$ cat config.mk
export PLATFORM = sky130hd
export DESIGN_NAME = gov_front
export DESIGN_NICKNAME = d
export VERILOG_FILES = /design/src/sv/gov_pkg.sv /design/src/sv/gov_front.sv
export SDC_FILE = /design/constraint.sdc
export NUM_CORES = 2
export LEC_CHECK = 0
export BUFFER_PORTS_ARGS = -buffer_cell sky130_fd_sc_hd__buf_4
export CAP_MARGIN = 20
export CORE_MARGIN = 5
export CORE_UTILIZATION = 45
export CTS_BUF_LIST = sky130_fd_sc_hd__clkbuf_8
export DETAILED_ROUTE_END_ITERATION = 8
export PLACE_DENSITY = 0.62
export SYNTH_ARGS = -nofsm -noshare
export SYNTH_HDL_FRONTEND = slang
export SYNTH_SLANG_ARGS = --single-unit
$ cat constraint.sdc
create_clock -name clk -period 7.9 [get_ports clk]
set_input_delay 1.58 -clock clk [delete_from_list [all_inputs] [get_ports clk]]
set_output_delay 1.58 -clock clk [all_outputs]
set_load 0.05 [all_outputs]
$ cat src/sv/gov_pkg.sv
// Shared types and constants of the load based frequency governor.
// No dependencies; gov_front and the top module import this package.
`default_nettype none
package gov_pkg;
	localparam int unsigned FW = 32;              // field width of samples and frequencies
	localparam int unsigned SW = 25;              // width of busy/total after range reduction
	localparam logic [31:0] PCT_FULL = 32'd100;
	localparam logic [31:0] SCALE_LIMIT = 32'h0100_0000;
	localparam int unsigned SCALE_SHIFT = 7;
	localparam logic [7:0] DEFAULT_UP = 8'd90;
	localparam logic [7:0] DEFAULT_DOWN = 8'd5;

	typedef enum logic [1:0] {
		CFG_UP_THRESHOLD = 2'd0,
		CFG_DOWN_DIFF    = 2'd1,
		CFG_MIN_FREQ     = 2'd2,
		CFG_MAX_FREQ     = 2'd3
	} gov_cfg_idx_t;

	typedef enum logic [1:0] {
		KIND_INVALID = 2'd0,
		KIND_MAX     = 2'd1,
		KIND_HOLD    = 2'd2,
		KIND_SCALE   = 2'd3
	} gov_kind_t;

	typedef struct packed {
		logic [7:0] up;
		logic [7:0] down;
		logic       invalid;
		logic [6:0] divisor;
	} gov_cfg_t;

	typedef struct packed {
		gov_kind_t       kind;
		logic [FW-1:0]   cur;
		logic [SW+FW-1:0] prod;
		logic [SW-1:0]   total;
	} gov_front_t;
endpackage
`default_nettype wire

$ cat src/sv/gov_front.sv
// Front end: range reduction, load products and branch decision, three stages.
// Depends on gov_pkg.
`default_nettype none
module gov_front (
	input  wire logic                          clk,
	input  wire logic                          arst_n,
	input  wire logic                          en,
	input  wire logic                          in_valid,
	input  wire logic [31:0]                   busy,
	input  wire logic [31:0]                   total,
	input  wire logic [31:0]                   cur,
	input  wire gov_pkg::gov_cfg_t             cfg,
	output logic                               out_valid,
	output gov_pkg::gov_front_t                out
);
	import gov_pkg::*;

	logic            valid_s1, valid_s2, valid_s3;
	logic [SW-1:0]   busy_s1, total_s1, total_s2;
	logic [FW-1:0]   cur_s1, cur_s2;
	logic            tzero_s1, tzero_s2;
	logic [31:0]     b100_s2;
	logic [32:0]     tu_s2, tud_s2;
	logic [SW+FW-1:0] prod_s2;
	gov_front_t      out_s3;
	logic            wide_win;
	gov_kind_t       kind;

	assign wide_win = (busy >= SCALE_LIMIT) || (total >= SCALE_LIMIT);

	always_ff @(posedge clk or negedge arst_n) begin
		if (!arst_n) begin
			valid_s1 <= 1'b0;
			valid_s2 <= 1'b0;
			valid_s3 <= 1'b0;
		end else if (en) begin
			valid_s1 <= in_valid;
			valid_s2 <= valid_s1;
			valid_s3 <= valid_s2;
		end
	end

	// stage 1: bring large windows into range
	always_ff @(posedge clk) begin
		if (en) begin
			busy_s1  <= wide_win ? SW'(busy >> SCALE_SHIFT) : SW'(busy);
			total_s1 <= wide_win ? SW'(total >> SCALE_SHIFT) : SW'(total);
			cur_s1   <= cur;
			tzero_s1 <= (total == 32'd0);
		end
	end

	// stage 2: load products
	always_ff @(posedge clk) begin
		if (en) begin
			b100_s2  <= 32'(busy_s1) * PCT_FULL;
			tu_s2    <= 33'(total_s1) * 33'(cfg.up);
			tud_s2   <= 33'(total_s1) * 33'(cfg.up - cfg.down);
			prod_s2  <= (SW+FW)'(busy_s1) * (SW+FW)'(cur_s1);
			total_s2 <= total_s1;
			cur_s2   <= cur_s1;
			tzero_s2 <= tzero_s1;
		end
	end

	// stage 3: pick the branch
	always_comb begin
		priority if (cfg.invalid)                    kind = KIND_INVALID;
		else if (tzero_s2)                           kind = KIND_MAX;
		else if (33'(b100_s2) > tu_s2)               kind = KIND_MAX;
		else if (cur_s2 == '0)                       kind = KIND_MAX;
		else if (33'(b100_s2) > tud_s2)              kind = KIND_HOLD;
		else if (total_s2 == '0)                     kind = KIND_MAX;
		else                                         kind = KIND_SCALE;
	end

	always_ff @(posedge clk) begin
		if (en) begin
			out_s3.kind  <= kind;
			out_s3.cur   <= cur_s2;
			out_s3.prod  <= prod_s2;
			out_s3.total <= total_s2;
		end
	end

	assign out_valid = valid_s3;
	assign out       = out_s3;
endmodule
`default_nettype wire

==> flow_summary.ini <==
[yosys]
syn_inst = 5596
ys_seq_area_share_pct = 21.9
synth_nets = 7198
ys.flop_type = edfxtp_1
ys_ff_latch = 413
async_reset_ff_share_pct = 0.726
synth_enable_flop_cells = 410
yosysUniqueCellTypes = 74
yosysWarnings = 0
syn_avg_cell_area_um2 = 10.1
synth_area_um2 = 56600

[timing]
setup_viol = 0
fmax_mhz = 132
timing.final.crit_share_pct = 96.0
final-hold-violation-count = 0
slew_headroom_pct = 28.5
final.min_clock_period_ns = 7.58
worst_pin_slew_ns = 1.04
fin_worst_skew_ns = 0.0478
drv_slew = 0
final.hold.worst_slack_ns = 0.411

[critical_path]
r2r-end = prod_s2[53]
end_kind = flop
r2r_cells = 24
cp_common_cell = fa_1
worst-setup-path-type = reg -> reg
cpMaxStageDelayCell = edfxtp_1
path_max_fanout = 7
cp.required_ns = 8.37
cp_num_buf_inv = 7
crit_family = adder cells
slowest_delay_ns = 0.63
worst_setup_path_start_kind = flop
r2r_start = cur_s1[26]
critPathArrivalTime_ns = 8.06
path_cells = and2_1 -> fa_1 -> fa_1 -> inv_1 -> fa_1 -> fa_1 -> inv_1 -> fa_1 -> fa_1 -> inv_1 -> fa_1 -> inv_1 -> ha_1 -> buf_4 -> nand4_1 -> a2111oi_0 -> o21ai_1 -> buf_4 -> nor3b_2 -> o2111ai_4 -> o31ai_1 -> buf_4 -> a21oi_1 -> xnor2_1
r2r_slack_ns = 0.32

[cts]
worstSkewPairLatency_ns = 0.77
cts-root-buf = clkbuf_8
cts_buffer_depth = 3
numCtsBuffers = 81
clk_pin_slew_worst_paths_ns = 0.06
cts_max_level = 3
cts_sinks = 413
cts_tree = done
holdBufCountCts = 0

[routing]
drc = 0
wl_mm = 140
num_vias = 39454
dr.pass1.iters = 5
viasPerCell = 5.16
drt_iter0_drc = 2284
routedWlPerCell_um = 18.3
drt.antenna.violating_nets = 0

[placement]
dp.cells = 7479
place.port_buffers = 233
gp_congestion = 0.849
dpl.hpwl_mm = 112

[floorplanning]
coreArea_um2 = 125000
die_area_um2 = 133000
die_w_um = 365
num_rows = 130
initial_utilization_pct = 45.2
die_height_um = 365
io_pins = 241

[min_path]
min_path_type = reg -> reg
holdPathEnd = out[68]
min-delay-start = prod_s2[43]
hold_path_depth = 0

[layout]
final_cell_count_no_fill = 7641
fin_nets = 7535
drive_above_1_share_pct = 11.0
synthToLayoutAreaGrowth_pct = 12.3

[run]
cap_viol_max_count = 0

[grt]
grt_max_degree = 133
antenna_found_initial = 3
grt-ovfl-total = 0
grt_pass1_wl_mm = 225
track_usage_pct = 21.5
first_global_vias = 41033

[outcome]
status = completed
-- metal layers --
metal / share of wire [%] / vias to the layer above / global-route usage, % / wire length (um)
li1: - / 17899 / - / -
met1: 44 / 20309 / 29.9 / 61100
met2: 47 / 1030 / 34.8 / 65200
met3: 6.5 / 216 / 3.86 / 9020
met4: 3.0 / 0 / 6.38 / 4240
met5: 0 / - / 0 / 0
-- flip-flops by register name, summed over array words and instances, names as in the netlist --
name and count:
total_s2 25, valid_s2 1, cur_s1 32, tu_s2 33
valid_s1 1, tzero_s1 1, cur_s2 32, busy_s1 25
tzero_s2 1, tud_s2 33, b100_s2 30, out_valid 1
out 116, prod_s2 57, total_s1 25
-- what timing repair did --
action	4_1_cts	5_1_grt
gates resized for setup	0	14
endpoints found under the setup margin	0	24
setup buffers	0	20
-- final cells by class --
cell class              count  area [um2]
multi-input cells        3770       39000
clock inverters            57         433
inverters                1173        4400
clock buffers              82        1130
well taps                1650        2060
repair buffers            494        4140
fillers                 11540       61700
diodes                      2        5.00
flip-flops and latches    413       12400
-- cell usage in the layout (no fill, tap or decap), drive strengths merged, types with 28 or more instances in the layout --
master  netlist  routed
a21o         97      97
xor2         39      39
nand3        32      32
inv        1173    1190
xnor2        99      99
nor4         31      31
fa         1008    1008
nand2       701     701
edfxtp      410     410
buf          16     494
clkinv        0      28
o21ai        77      77
and2        622     622
clkbuf      224      82
nor3         30      30
nor2         95      95
a21oi       142     142
ha          470     470
nand4        40      40
nand2b       60      60
-- kinds of logic (layout without fill, tap and decap cells) --
| logic type | after synthesis | count (layout) | share of synthesized area, % |
|---|---|---|---|
| AOI/OAI and AO/OA | 470 | 470 | 5.50 |
| DFF | 413 | 413 | 21.9 |
| buffers and inverters | 1413 | 1806 | 9.42 |
| other | 0 | 2 | 0 |
| adders and majority gates | 1478 | 1478 | 46.0 |
| and+or+nand+nor | 1680 | 1680 | 15.0 |
| xor gates and xnor gates | 138 | 138 | 2.13 |
| muxes | 4 | 4 | 0.0773 |
-- worst max-delay path by stage --
| stage | startpoint | endpoint | slack, ns | cells past startpoint |
|---|---|---|---|---|
| floorplan | cfg[16] | tud_s2[31] | 0.006 | 29 |
| global placement | cfg[9] | tud_s2[31] | -0.37 | 29 |
| detailed placement | cfg[9] | tud_s2[31] | -0.47 | 29 |
| CTS | cur_s1[20] | prod_s2[53] | 0.004 | 22 |
| global route | busy_s1[2] | prod_s2[44] | -0.02 | 26 |
| finish | cur_s1[26] | prod_s2[53] | 0.32 | 24 |
-- Yosys cell counts, drive strengths merged, types with 6 or more instances --
master,count,area [um2]
xor2,39,342
o21a,27,203
a21oi,142,714
inv,1173,4400
fa,1008,20200
nor3,30,150
nand2,701,2630
ha,470,5880
clkbuf,224,841
o21ai,77,385
xnor2,99,867
a31o,7,61.3
o31ai,6,50.1
edfxtp,410,12300
nand2b,60,375
and2,622,3890
buf,16,88.8
or2,15,93.8
a21boi,8,60.1
o211ai,11,82.6
nand4,40,250
nor2,95,357
a211oi,17,133
a211o,7,61.3
nor2b,19,119
nand3,32,160
and3,12,75.1
a21o,97,728
a31oi,8,50.1
nor4,31,194
o21bai,27,203
or3,10,62.6
-- stage by stage --
stage | setup WS [ns] | TNS [ns] | util [%] | instance area, um2
finish | 0.316 | 0 | 50.8 | 63600
global route | -0.0186 | -0.0186 | 50.8 | 63600
CTS | 0.00372 | 0 | 50.5 | 63200
detailed placement | -0.474 | -3.79 | 49.2 | 61600
global placement | -0.373 | -2.41 | 49.2 | 61600
floorplan | 0.00578 | 0 | - | 56600
Power is not shown: default switching activity piles up to over one toggle a cycle in this logic, so the estimate is an artifact.
